## src/hw/rtl/etd_pkg.sv

```systemverilog
`timescale 1ns / 1ps
// ----------------------------------------------------------------------------
// etd_pkg: shared types and constants for epoch_seconds_to_datetime
// Field widths, reciprocal constants for the constant divisions, month table.
// ----------------------------------------------------------------------------
package etd_pkg;

  // field widths
  localparam int unsigned SECS_W  = 32;
  localparam int unsigned YEAR_W  = 12;
  localparam int unsigned MONTH_W = 4;
  localparam int unsigned MDAY_W  = 5;
  localparam int unsigned HOUR_W  = 5;
  localparam int unsigned MIN_W   = 6;
  localparam int unsigned SEC_W   = 6;

  // internal widths
  localparam int unsigned DAYS_W  = 16;  // whole days since epoch, max 49710
  localparam int unsigned TOD_W   = 17;  // seconds of day, max 86399
  localparam int unsigned DNUM_W  = 18;  // 4 * adjusted days + 2
  localparam int unsigned YOFF_W  = 8;   // years since 1970, max 136
  localparam int unsigned DOY_W   = 9;   // day of year, 0..365
  localparam int unsigned TMIN_W  = 11;  // minutes of day, max 1439

  // 86400 = 2^7 * 675: shift, then multiply by ceil(2^35 / 675)
  localparam int unsigned DAY_SHIFT     = 7;
  localparam int unsigned DAY_ODD_W     = 10;
  localparam logic [DAY_ODD_W-1:0] DAY_ODD = 10'd675;
  localparam int unsigned DAY_RECIP_W   = 26;
  localparam logic [DAY_RECIP_W-1:0] DAY_RECIP = 26'd50903317;
  localparam int unsigned DAY_RECIP_SH  = 35;

  // 2100 is not a leap year: a phantom Feb 29 is inserted from 2100-03-01 on,
  // so the plain 4-year rule holds across the whole input range
  localparam logic [DAYS_W-1:0] DAY_2100_MAR1 = 16'd47541;

  // year split: n = 4*d + 2, year = n / 1461, day of year = (n % 1461) / 4
  localparam int unsigned Y4_W        = 11;
  localparam logic [Y4_W-1:0] DAYS_4Y = 11'd1461;
  localparam int unsigned Y4_RECIP_W  = 19;
  localparam logic [Y4_RECIP_W-1:0] Y4_RECIP = 19'd367469;  // ceil(2^29 / 1461)
  localparam int unsigned Y4_RECIP_SH = 29;

  // time of day
  localparam int unsigned TRECIP_W     = 18;
  localparam logic [TRECIP_W-1:0] HOUR_RECIP = 18'd149131;  // ceil(2^29 / 3600)
  localparam int unsigned HOUR_RECIP_SH = 29;
  localparam logic [TRECIP_W-1:0] MIN_RECIP  = 18'd139811;  // ceil(2^23 / 60)
  localparam int unsigned MIN_RECIP_SH  = 23;
  localparam logic [5:0] SIXTY = 6'd60;

  localparam logic [YEAR_W-1:0] EPOCH_YEAR = 12'd1970;

  // first day of each month in a common year; +1 from March in a leap year
  localparam logic [DOY_W-1:0] MONTH_START [0:11] = '{
    9'd0,   9'd31,  9'd59,  9'd90,  9'd120, 9'd151,
    9'd181, 9'd212, 9'd243, 9'd273, 9'd304, 9'd334
  };

  // per-stage load enables for the inner pipeline stages
  typedef struct packed {
    logic s2;
    logic s3;
    logic s4;
    logic s5;
  } etd_adv_t;

endpackage

```

## src/hw/rtl/epoch_seconds_to_datetime.sv

```systemverilog
`timescale 1ns / 1ps
// ----------------------------------------------------------------------------
// epoch_seconds_to_datetime: Unix seconds to Gregorian UTC date and time
// Streams unsigned 32-bit epoch seconds in, calendar date and time of day out.
// ----------------------------------------------------------------------------
// Usage:
//   Slave stream takes one word per timestamp (tdata = unix_seconds).
//   Master stream gives one word per timestamp, in order, with year, month,
//   day of month, hour, minute and second packed from the low bit up.
//   A word is moved when tvalid and tready are both high at a rising edge.
// Pipeline: a result passes the input register, four arithmetic stages
//   and the output register, in order.
// Throughput: one word per cycle while the output is taken. Each stage holds
//   only constant-coefficient multiplies; the stage count sets the latency only.
// Stall: each stage loads when empty or when the stage after it moves, so
//   bubbles collapse and input keeps flowing while a result waits; with the
//   output held and every stage full, s_axis_tready drops.
// Reset: rst_ni clears the stage valid bits at once; the pipe comes up empty
//   and s_axis_tready is high in the first cycle after reset.
// Range: every 32-bit input is valid, the last one is 2106-02-07 06:28:15.
// ----------------------------------------------------------------------------
module epoch_seconds_to_datetime import etd_pkg::*; (
  input  logic        clk_i,
  input  logic        rst_ni,
  // input stream
  input  logic        s_axis_tvalid,
  output logic        s_axis_tready,
  input  logic [31:0] s_axis_tdata,   // [31:0] unix_seconds
  // output stream
  output logic        m_axis_tvalid,
  input  logic        m_axis_tready,
  output logic [39:0] m_axis_tdata    // [11:0] year, [15:12] month,
                                      // [20:16] day_of_month, [25:21] hour,
                                      // [31:26] minute, [37:32] second,
                                      // [39:38] zero
);

  localparam int unsigned NSTG  = 6;
  localparam int unsigned OUT_W = 40;

  // stage 1 input register, stages 2..5 in the submodules, stage 6 output
  logic [NSTG:1]     vld_d, vld_q;
  logic [NSTG:1]     rdy;
  etd_adv_t          adv;

  logic [SECS_W-1:0] secs_q;
  logic [TOD_W-1:0]  tod;
  logic [DNUM_W-1:0] dnum;

  logic [YEAR_W-1:0]  year;
  logic [MONTH_W-1:0] month;
  logic [MDAY_W-1:0]  mday;
  logic [HOUR_W-1:0]  hour;
  logic [MIN_W-1:0]   minute;
  logic [SEC_W-1:0]   second;
  logic [OUT_W-1:0]   out_d, out_q;

  // ready ripples back: a stage may load when empty or when it drains
  always_comb begin
    rdy[NSTG] = !vld_q[NSTG] || m_axis_tready;
    for (int k = NSTG - 1; k >= 1; k--) begin
      rdy[k] = !vld_q[k] || rdy[k+1];
    end
  end

  always_comb begin
    vld_d = vld_q;
    if (rdy[1]) begin
      vld_d[1] = s_axis_tvalid;
    end
    for (int k = 2; k <= NSTG; k++) begin
      if (rdy[k]) begin
        vld_d[k] = vld_q[k-1];
      end
    end
  end

  always_ff @(posedge clk_i or negedge rst_ni) begin
    if (!rst_ni) begin
      vld_q <= '0;
    end else begin
      vld_q <= vld_d;
    end
  end

  assign adv.s2 = rdy[2];
  assign adv.s3 = rdy[3];
  assign adv.s4 = rdy[4];
  assign adv.s5 = rdy[5];

  // input register
  always_ff @(posedge clk_i) begin
    if (rdy[1]) begin
      secs_q <= s_axis_tdata;
    end
  end

  // stages 2, 3: day count and seconds of day
  etd_split u_split (
    .clk_i  (clk_i),
    .adv_i  (adv),
    .secs_i (secs_q),
    .tod_o  (tod),
    .dnum_o (dnum)
  );

  // stages 4, 5: time of day
  etd_time u_time (
    .clk_i    (clk_i),
    .adv_i    (adv),
    .tod_i    (tod),
    .hour_o   (hour),
    .minute_o (minute),
    .second_o (second)
  );

  // stages 4, 5: year and day of year; month search feeds the output register
  etd_date u_date (
    .clk_i   (clk_i),
    .adv_i   (adv),
    .dnum_i  (dnum),
    .year_o  (year),
    .month_o (month),
    .mday_o  (mday)
  );

  // output register
  assign out_d = {2'b00, second, minute, hour, mday, month, year};

  always_ff @(posedge clk_i) begin
    if (rdy[NSTG]) begin
      out_q <= out_d;
    end
  end

  assign s_axis_tready = rdy[1];
  assign m_axis_tvalid = vld_q[NSTG];
  assign m_axis_tdata  = out_q;

endmodule

```

## src/hw/rtl/etd_split.sv

```systemverilog
`timescale 1ns / 1ps
// ----------------------------------------------------------------------------
// etd_split: seconds to whole days and seconds of day
// Two stages: reciprocal multiply for the day count, then remainder and the
// adjusted day number used by the year split.
// ----------------------------------------------------------------------------
module etd_split import etd_pkg::*; (
  input  logic              clk_i,
  input  etd_adv_t          adv_i,
  input  logic [SECS_W-1:0] secs_i,
  output logic [TOD_W-1:0]  tod_o,
  output logic [DNUM_W-1:0] dnum_o
);

  localparam int unsigned XW = SECS_W - DAY_SHIFT;
  localparam int unsigned PW = XW + DAY_RECIP_W;

  logic [XW-1:0]        x_d, x_q;
  logic [DAY_SHIFT-1:0] lo_d, lo_q;
  logic [DAYS_W-1:0]    days_d, days_q;
  logic [PW-1:0]        prod;

  logic [XW-1:0]        dmul;
  logic [XW-1:0]        rem;
  logic [DAYS_W-1:0]    dadj;
  logic [TOD_W-1:0]     tod_d, tod_q;
  logic [DNUM_W-1:0]    dnum_d, dnum_q;

  // stage 2: days = (secs >> 7) / 675
  assign x_d    = secs_i[SECS_W-1:DAY_SHIFT];
  assign lo_d   = secs_i[DAY_SHIFT-1:0];
  assign prod   = PW'(x_d) * PW'(DAY_RECIP);
  assign days_d = prod[DAY_RECIP_SH +: DAYS_W];

  always_ff @(posedge clk_i) begin
    if (adv_i.s2) begin
      x_q    <= x_d;
      lo_q   <= lo_d;
      days_q <= days_d;
    end
  end

  // stage 3: remainder rebuilds seconds of day; day number gets phantom leap day
  assign dmul   = XW'(days_q) * XW'(DAY_ODD);
  assign rem    = x_q - dmul;
  assign tod_d  = {rem[DAY_ODD_W-1:0], lo_q};
  assign dadj   = days_q + DAYS_W'(days_q >= DAY_2100_MAR1);
  assign dnum_d = {dadj, 2'b10};

  always_ff @(posedge clk_i) begin
    if (adv_i.s3) begin
      tod_q  <= tod_d;
      dnum_q <= dnum_d;
    end
  end

  assign tod_o  = tod_q;
  assign dnum_o = dnum_q;

endmodule

```

## src/hw/rtl/etd_time.sv

```systemverilog
`timescale 1ns / 1ps
// ----------------------------------------------------------------------------
// etd_time: seconds of day to hour, minute, second
// Hour and minutes-of-day by reciprocal multiply, then back-multiplied
// remainders give minute and second.
// ----------------------------------------------------------------------------
module etd_time import etd_pkg::*; (
  input  logic               clk_i,
  input  etd_adv_t           adv_i,
  input  logic [TOD_W-1:0]   tod_i,
  output logic [HOUR_W-1:0]  hour_o,
  output logic [MIN_W-1:0]   minute_o,
  output logic [SEC_W-1:0]   second_o
);

  localparam int unsigned PW = TOD_W + TRECIP_W;

  logic [PW-1:0]      hprod, mprod;
  logic [HOUR_W-1:0]  hour_d, hour4_q;
  logic [TMIN_W-1:0]  tm_d, tm_q;
  logic [TOD_W-1:0]   tod_q;

  logic [TOD_W-1:0]   tm60;
  logic [TOD_W-1:0]   sec_full;
  logic [TMIN_W-1:0]  h60;
  logic [TMIN_W-1:0]  min_full;
  logic [HOUR_W-1:0]  hour_q;
  logic [MIN_W-1:0]   minute_q;
  logic [SEC_W-1:0]   second_q;

  // stage 4
  assign hprod  = PW'(tod_i) * PW'(HOUR_RECIP);
  assign mprod  = PW'(tod_i) * PW'(MIN_RECIP);
  assign hour_d = hprod[HOUR_RECIP_SH +: HOUR_W];
  assign tm_d   = mprod[MIN_RECIP_SH +: TMIN_W];

  always_ff @(posedge clk_i) begin
    if (adv_i.s4) begin
      tod_q   <= tod_i;
      tm_q    <= tm_d;
      hour4_q <= hour_d;
    end
  end

  // stage 5
  assign tm60     = TOD_W'(tm_q) * TOD_W'(SIXTY);
  assign sec_full = tod_q - tm60;
  assign h60      = TMIN_W'(hour4_q) * TMIN_W'(SIXTY);
  assign min_full = tm_q - h60;

  always_ff @(posedge clk_i) begin
    if (adv_i.s5) begin
      hour_q   <= hour4_q;
      minute_q <= min_full[MIN_W-1:0];
      second_q <= sec_full[SEC_W-1:0];
    end
  end

  assign hour_o   = hour_q;
  assign minute_o = minute_q;
  assign second_o = second_q;

endmodule

```

## src/hw/rtl/etd_date.sv

```systemverilog
`timescale 1ns / 1ps
// ----------------------------------------------------------------------------
// etd_date: day number to year, month, day of month
// 4-year split by reciprocal multiply, then a month search over the start
// table; month and day come out combinationally from the stage 5 registers.
// ----------------------------------------------------------------------------
module etd_date import etd_pkg::*; (
  input  logic               clk_i,
  input  etd_adv_t           adv_i,
  input  logic [DNUM_W-1:0]  dnum_i,
  output logic [YEAR_W-1:0]  year_o,
  output logic [MONTH_W-1:0] month_o,
  output logic [MDAY_W-1:0]  mday_o
);

  localparam int unsigned PW = DNUM_W + Y4_RECIP_W;

  logic [PW-1:0]      yprod;
  logic [YOFF_W-1:0]  yoff_d, yoff_q;
  logic [DNUM_W-1:0]  dnum_q;

  logic [DNUM_W-1:0]  ymul;
  logic [DNUM_W-1:0]  rem;
  logic [YEAR_W-1:0]  year_d, year_q;
  logic [DOY_W-1:0]   doy_d, doy_q;
  logic               leap_d, leap_q;

  logic [DOY_W-1:0]   thr;
  logic [DOY_W-1:0]   base;
  logic [DOY_W-1:0]   dom;

  // stage 4: years since 1970
  assign yprod  = PW'(dnum_i) * PW'(Y4_RECIP);
  assign yoff_d = yprod[Y4_RECIP_SH +: YOFF_W];

  always_ff @(posedge clk_i) begin
    if (adv_i.s4) begin
      yoff_q <= yoff_d;
      dnum_q <= dnum_i;
    end
  end

  // stage 5: day of year; leap when calendar year is a multiple of four
  assign ymul   = DNUM_W'(yoff_q) * DNUM_W'(DAYS_4Y);
  assign rem    = dnum_q - ymul;
  assign doy_d  = rem[2 +: DOY_W];
  assign leap_d = (yoff_q[1:0] == 2'b10);
  assign year_d = EPOCH_YEAR + YEAR_W'(yoff_q);

  always_ff @(posedge clk_i) begin
    if (adv_i.s5) begin
      year_q <= year_d;
      doy_q  <= doy_d;
      leap_q <= leap_d;
    end
  end

  // month search: last month whose first day is not past doy
  always_comb begin
    month_o = MONTH_W'(1);
    base    = '0;
    thr     = '0;
    for (int i = 1; i < 12; i++) begin
      thr = MONTH_START[i] + DOY_W'(leap_q && (i >= 2));
      if (doy_q >= thr) begin
        month_o = MONTH_W'(i + 1);
        base    = thr;
      end
    end
    dom    = doy_q - base + DOY_W'(1);
    mday_o = dom[MDAY_W-1:0];
  end

  assign year_o = year_q;

endmodule
```

## config.mk

```make
export PLATFORM = sky130hd
export DESIGN_NAME = epoch_seconds_to_datetime
export DESIGN_NICKNAME = d
export VERILOG_FILES = /design/src/hw/rtl/etd_pkg.sv /design/src/hw/rtl/epoch_seconds_to_datetime.sv /design/src/hw/rtl/etd_split.sv /design/src/hw/rtl/etd_time.sv /design/src/hw/rtl/etd_date.sv
export SDC_FILE = /design/constraint.sdc
export NUM_CORES = 2
export LEC_CHECK = 0
export BUFFER_PORTS_ARGS = -buffer_cell sky130_fd_sc_hd__buf_2
export CORE_MARGIN = 10
export CORE_UTILIZATION = 45
export CTS_CLUSTER_SIZE = 30
export DETAILED_ROUTE_END_ITERATION = 16
export HOLD_SLACK_MARGIN = 0.1
export PLACE_DENSITY = 0.63
export RECOVER_POWER = 25
export SLEW_MARGIN = 10
export SYNTH_ARGS = -nofsm -noshare
export SYNTH_HDL_FRONTEND = slang
export SYNTH_SLANG_ARGS = --single-unit
```

## constraint.sdc

```tcl
create_clock -name clk_i -period 16.75 [get_ports clk_i]
set_input_delay 5.025 -clock clk_i [delete_from_list [all_inputs] [get_ports clk_i]]
set_output_delay 5.025 -clock clk_i [all_outputs]
set_load 0.01 [all_outputs]
```

-- Word level (Yosys, flattened, before mapping)
Cells that the tools add are included.
- eq/ne operators: 1
- order comparisons: 12
- div/mod/pow operators: 0
- bitwise gates (word level): 0
- mux-type cells: 21
- $add $sub $neg: 18
- reductions and logical operators: 13
- shift-type cells: 0
- multipliers: 8
- operators by type and width (cell ; count):
    17-bit by 18-bit multiplier with 34-bit output (second input constant) ; 2
    9-bit >= comparator ; 7
    5-bit two-way mux ; 11
    25-bit by 26-bit multiplier with 51-bit output (second input constant) ; 1
    8-bit by 1-bit adder with 9-bit output (first input constant) ; 4
    17-bit by 19-bit multiplier with 36-bit output (second input constant) ; 1
    9-bit by 1-bit adder with 9-bit output (first input constant) ; 3
    4-bit two-way mux ; 5
    9-bit by 8-bit >= comparator with 1-bit output ; 2
    16-bit by 1-bit adder with 16-bit output ; 1
    7-bit by 1-bit adder with 8-bit output (first input constant) ; 2
    16-bit >= comparator (second input constant) ; 1
    16-bit by 10-bit multiplier with 10-bit output (second input constant) ; 1
    11-bit by 8-bit adder with 12-bit output (first input constant) ; 1
    3-bit two-way mux ; 4
    6-bit subtractor ; 2
    11-bit by 4-bit multiplier with 4-bit output (second input constant) ; 1
    8-bit by 11-bit multiplier with 11-bit output (second input constant) ; 1
    11-bit subtractor ; 1
    10-bit subtractor ; 1
    9-bit by 5-bit >= comparator with 1-bit output (second input constant) ; 1
    9-bit by 7-bit >= comparator with 1-bit output ; 1
    6-bit by 1-bit adder with 7-bit output (first input constant) ; 1
    1-bit zero test ; 6
    7 further kinds ; 12
- bits of input ports: 36
- word-level logic and storage cells: 99
- register bits: 220
- memories: 0
- bits in latches: 0
- memory bits (read-only): 0
- output and inout bits: 42
- RAM bits: 0

-- Depth between registers and ports, before layout
- depth after elaboration: 14
- mapped depth: 24
- gate-level depth less buffers: 24

-- Cells and area by module
A second synthesis with hierarchy kept.
- cells, all modules: 2975
- area total of the unflattened synthesis: 32392.3 sq um
- modules (own cells, without submodules) (module ; seq. area each (sq um) ; instances ; area each (sq um) ; cells each):
    etd_split ; 1981.9 ; 1 ; 12858.6 ; 1198
    etd_date ; 1231.2 ; 1 ; 8780.9 ; 859
    etd_time ; 1021.0 ; 1 ; 8383.0 ; 824
    epoch_seconds_to_datetime ; 2252.2 ; 1 ; 2369.8 ; 94

-- Worst setup path after synthesis
No wires, ideal clock.
- path type: input-to-output
- start: input port m_axis_tready
- end: output port s_axis_tready
- path slack: 4.325 ns
- buffers on the path: 0
- cell stages on the path: 4
- required time: 11.725 ns
- data arrival time: 7.400 ns
- path through: nor2b_1 > nand3_1 > nor2_1 > nand3_1
- RTL lines (element ; RTL line ; RTL):
    start: declaration ; epoch_seconds_to_datetime.sv:31 ; input logic m_axis_tready,
    end: declaration ; epoch_seconds_to_datetime.sv:27 ; output logic s_axis_tready,

==> flow_metrics.env <==
export IMPL_grt_use_met2_pct=29.7
export IMPL_multi_input_area_um2=21600
export IMPL_ys_top_cells_by_area="ha_1, fa_1, edfxtp_1"
export IMPL_cts_hold_buf=0
export IMPL_gr_total_overflow=0
export IMPL_min_path_type="reg -> reg"
export IMPL_crit_path_start_kind="primary input"
export IMPL_busiest_layer="met2"
export IMPL_drv_cap=0
export IMPL_fp_row_count=96
export IMPL_synth_top_cell_area_share_pct=30.0
export IMPL_wl_um=63700
export IMPL_hold_violations=0
export IMPL_clk_latency_ns=0.55
export IMPL_rsz0062_at_grt="no"
export IMPL_first_global_vias=20900
export IMPL_cts_buffers=25
export IMPL_tightest_slew_ns=1.08
export IMPL_final_setup_viol_count=0
export IMPL_antenna_found_initial=0
export IMPL_period_minus_slack_ns=11.70
export IMPL_yosysUniqueCellTypes=69
export IMPL_grt_first_pass_wirelength_um=107000
export IMPL_fp_dieH_um=282
export IMPL_antenna_cells=0
export IMPL_gp_congestion=0.897
export IMPL_max_freq_mhz=85.5
export IMPL_r2r_start="secs_q[12]"
export IMPL_vias_per_cell=4.95
export IMPL_grt_max_degree=41
export IMPL_ys_warn_count=0
export IMPL_postCtsSetupBuffers=0
export IMPL_critPathKind="in -> out"
export IMPL_hpwlAfterDp_um=55000
export IMPL_clk_pin_slew_ns=0.06
export IMPL_status="complete, no violations"
export IMPL_ctsLongestPathBuffers=3
export IMPL_synthFlopType="edfxtp_1"
export IMPL_cts_root_buf="clkbuf_16"
export IMPL_cts_sinks=215
export IMPL_synthCells=2757
export IMPL_wire_per_inst_um=16.9
export IMPL_min_from="u_time.minute_o[2]"
export IMPL_cp_startpoint="m_axis_tready"
export IMPL_end_kind="primary output"
export IMPL_slew_violations=0
export IMPL_cts_max_level=1
export IMPL_ys_ff_latch=215
export IMPL_routed_via_count=18600
export IMPL_syn_area_per_cell_um2=11.2
export IMPL_port_buffers=75
export IMPL_finalCoreUtilization_pct=48.6
export IMPL_drt_iter0_drc=604
export IMPL_cts_tree="done"
export IMPL_grtUsageMet3_pct=1.81
export IMPL_met1_usage_pct=21.6
export IMPL_ctsResizeCount=0
export IMPL_yosysTopAreaCell="ha_1"
export IMPL_ant_nets=0
export IMPL_track_usage_pct=16.7
export IMPL_cp_arrival_ns=6.68
export IMPL_ys_async_sr_fraction_pct=2.79
export IMPL_area_growth_pct=7.38
export IMPL_seq_area_um2=6430
export IMPL_worst_hold_slack_ns=0.415
export IMPL_final_setup_tns_ns=0
export IMPL_finalCritPeriodShare_pct=69.9
export IMPL_nets=4067
export IMPL_initial_core_util_pct=45.3
export IMPL_slew_headroom_pct=27.9
export IMPL_netlist_area_um2=31000
export IMPL_drt_pass1_iter_count=4
export IMPL_fillers=6242
export IMPL_pin_count=78
export IMPL_synth_edf_count=209
export IMPL_coreArea_um2=68500
export IMPL_yosysSeqAreaShare_pct=20.7
export IMPL_drive_gt1_share_pct=5.00
export IMPL_dieArea_um2=79800
export IMPL_drcViolationCount=0
export IMPL_fin_skew_ns=0.0211
export IMPL_path_max_fanout=36
export IMPL_die_width_um=282
export IMPL_cp_required_ns=11.72
-- placed cells by master (no fill, tap or decap), types with 9 or more instances in the layout --
cell	Yosys	final
o21ai_0	43	43
a21oi_1	80	80
xnor2_1	87	87
nand3_1	25	23
fa_1	427	427
a21o_1	25	25
o211ai_1	10	10
o21a_1	16	16
edfxtp_1	209	209
a21boi_0	9	9
ha_1	742	742
nor3_1	15	15
clkbuf_16	0	25
inv_1	793	793
nor2_1	53	53
xor2_1	24	24
nand2_1	49	49
nand4_1	17	17
o21bai_1	12	12
buf_2	0	75
nor2b_1	14	14
-- through the flow --
| stage | setup slack, ns | cells | area [um2] |
|---|---|---|---|
| after global routing | 4.88 | 3762 | 33300 |
| after CTS | 5.01 | 3762 | 33300 |
| after detailed placement | 5.01 | 3717 | 32500 |
| after global placement | 5.00 | 3717 | 32500 |
| final | 5.05 | 3762 | 33300 |
| after floorplan | 4.32 | 2758 | 31000 |
-- metal layers --
metal / wire [um] / vias to the layer above
met4: 1590 / 0
li1: - / 9095
met1: 28600 / 9193
met3: 1890 / 93
met2: 31700 / 235
met5: 0 / -
-- final cells by class --
type | count | area share [%]
clock buffer | 29 | 1.92
sequential | 215 | 19.3
clock inverter | 16 | 0.399
multi-input combinational | 1743 | 64.8
tap | 882 | 3.32
timing repair buffer | 84 | 1.30
inverter | 793 | 8.94
-- sequential cells by signal, summed over array words and instances (netlist names) --
name and flops:
u_date.doy_q 9, u_time.minute_o 6, u_date.yoff_q 8, u_time.hour4_q 5, u_date.leap_q 1, u_split.lo_q 7, secs_q 32, vld_q 6
u_split.dnum_o 16, u_date.dnum_q 9, u_split.days_q 16, u_date.year_o 12, u_split.tod_o 17, u_time.tm_q 6, u_time.hour_o 5, u_time.second_o 6
u_time.tod_q 6, m_axis_tdata 38, u_split.x_q 10
-- final timing paths --
check,cells after the start,slack [ns],endpoint
max in group asynchronous,1,12.17,vld_q[3]
max reg2reg,21,9.68,u_split.days_q[9]
min in group asynchronous,1,4.36,vld_q[5]
max,8,5.05,s_axis_tready
min reg2reg,0,0.42,m_axis_tdata[28]
min,0,0.42,m_axis_tdata[28]
-- synth_stat cells (3+ instances only) --
| cell type | instances |
|---|---|
| inv_1 | 793 |
| and4_1 | 3 |
| o2111ai_1 | 3 |
| nor2b_1 | 14 |
| a21boi_0 | 9 |
| nand2_1 | 49 |
| nor4_1 | 4 |
| o211ai_1 | 10 |
| edfxtp_1 | 209 |
| or2_2 | 6 |
| nand3_1 | 25 |
| and3_1 | 7 |
| ha_1 | 742 |
| fa_1 | 427 |
| a211oi_1 | 7 |
| a211o_1 | 4 |
| xor2_1 | 24 |
| or3_1 | 3 |
| o21ai_0 | 43 |
| o21a_1 | 16 |
| dfrtp_1 | 6 |
| nor3_1 | 15 |
| nand4_1 | 17 |
| o21bai_1 | 12 |
| o31ai_1 | 4 |
| a21oi_1 | 80 |
| clkbuf_1 | 5 |
| xnor2_1 | 87 |
| a21o_1 | 25 |
| a31oi_1 | 3 |
| nor2_1 | 53 |
| nand2b_1 | 7 |
| o41ai_2 | 3 |
-- critical path, stage by stage --
cell	delay, ns
buf_2	0.10
nor2b_1	0.25
nand3_2	0.10
buf_4	0.28
nor2_1	0.28
nand3_2	0.10
buf_4	0.27
buf_2	0.22
-- cells by family after synthesis --
kind of cell,after synthesis,synth area share (%)
xor gates and xnor gates,111,3.14
DFF,215,20.7
muxes,1,0.0323
AOI/OAI and AO/OA,246,5.39
buffers and inverters,800,9.71
adders and majority gates,1169,57.5
other,1,0.0121
and+or+nand+nor,214,3.44
Power is left out: the tool's default activity adds up to more than one toggle a clock period on the data nets, which glitch-free logic cannot reach.
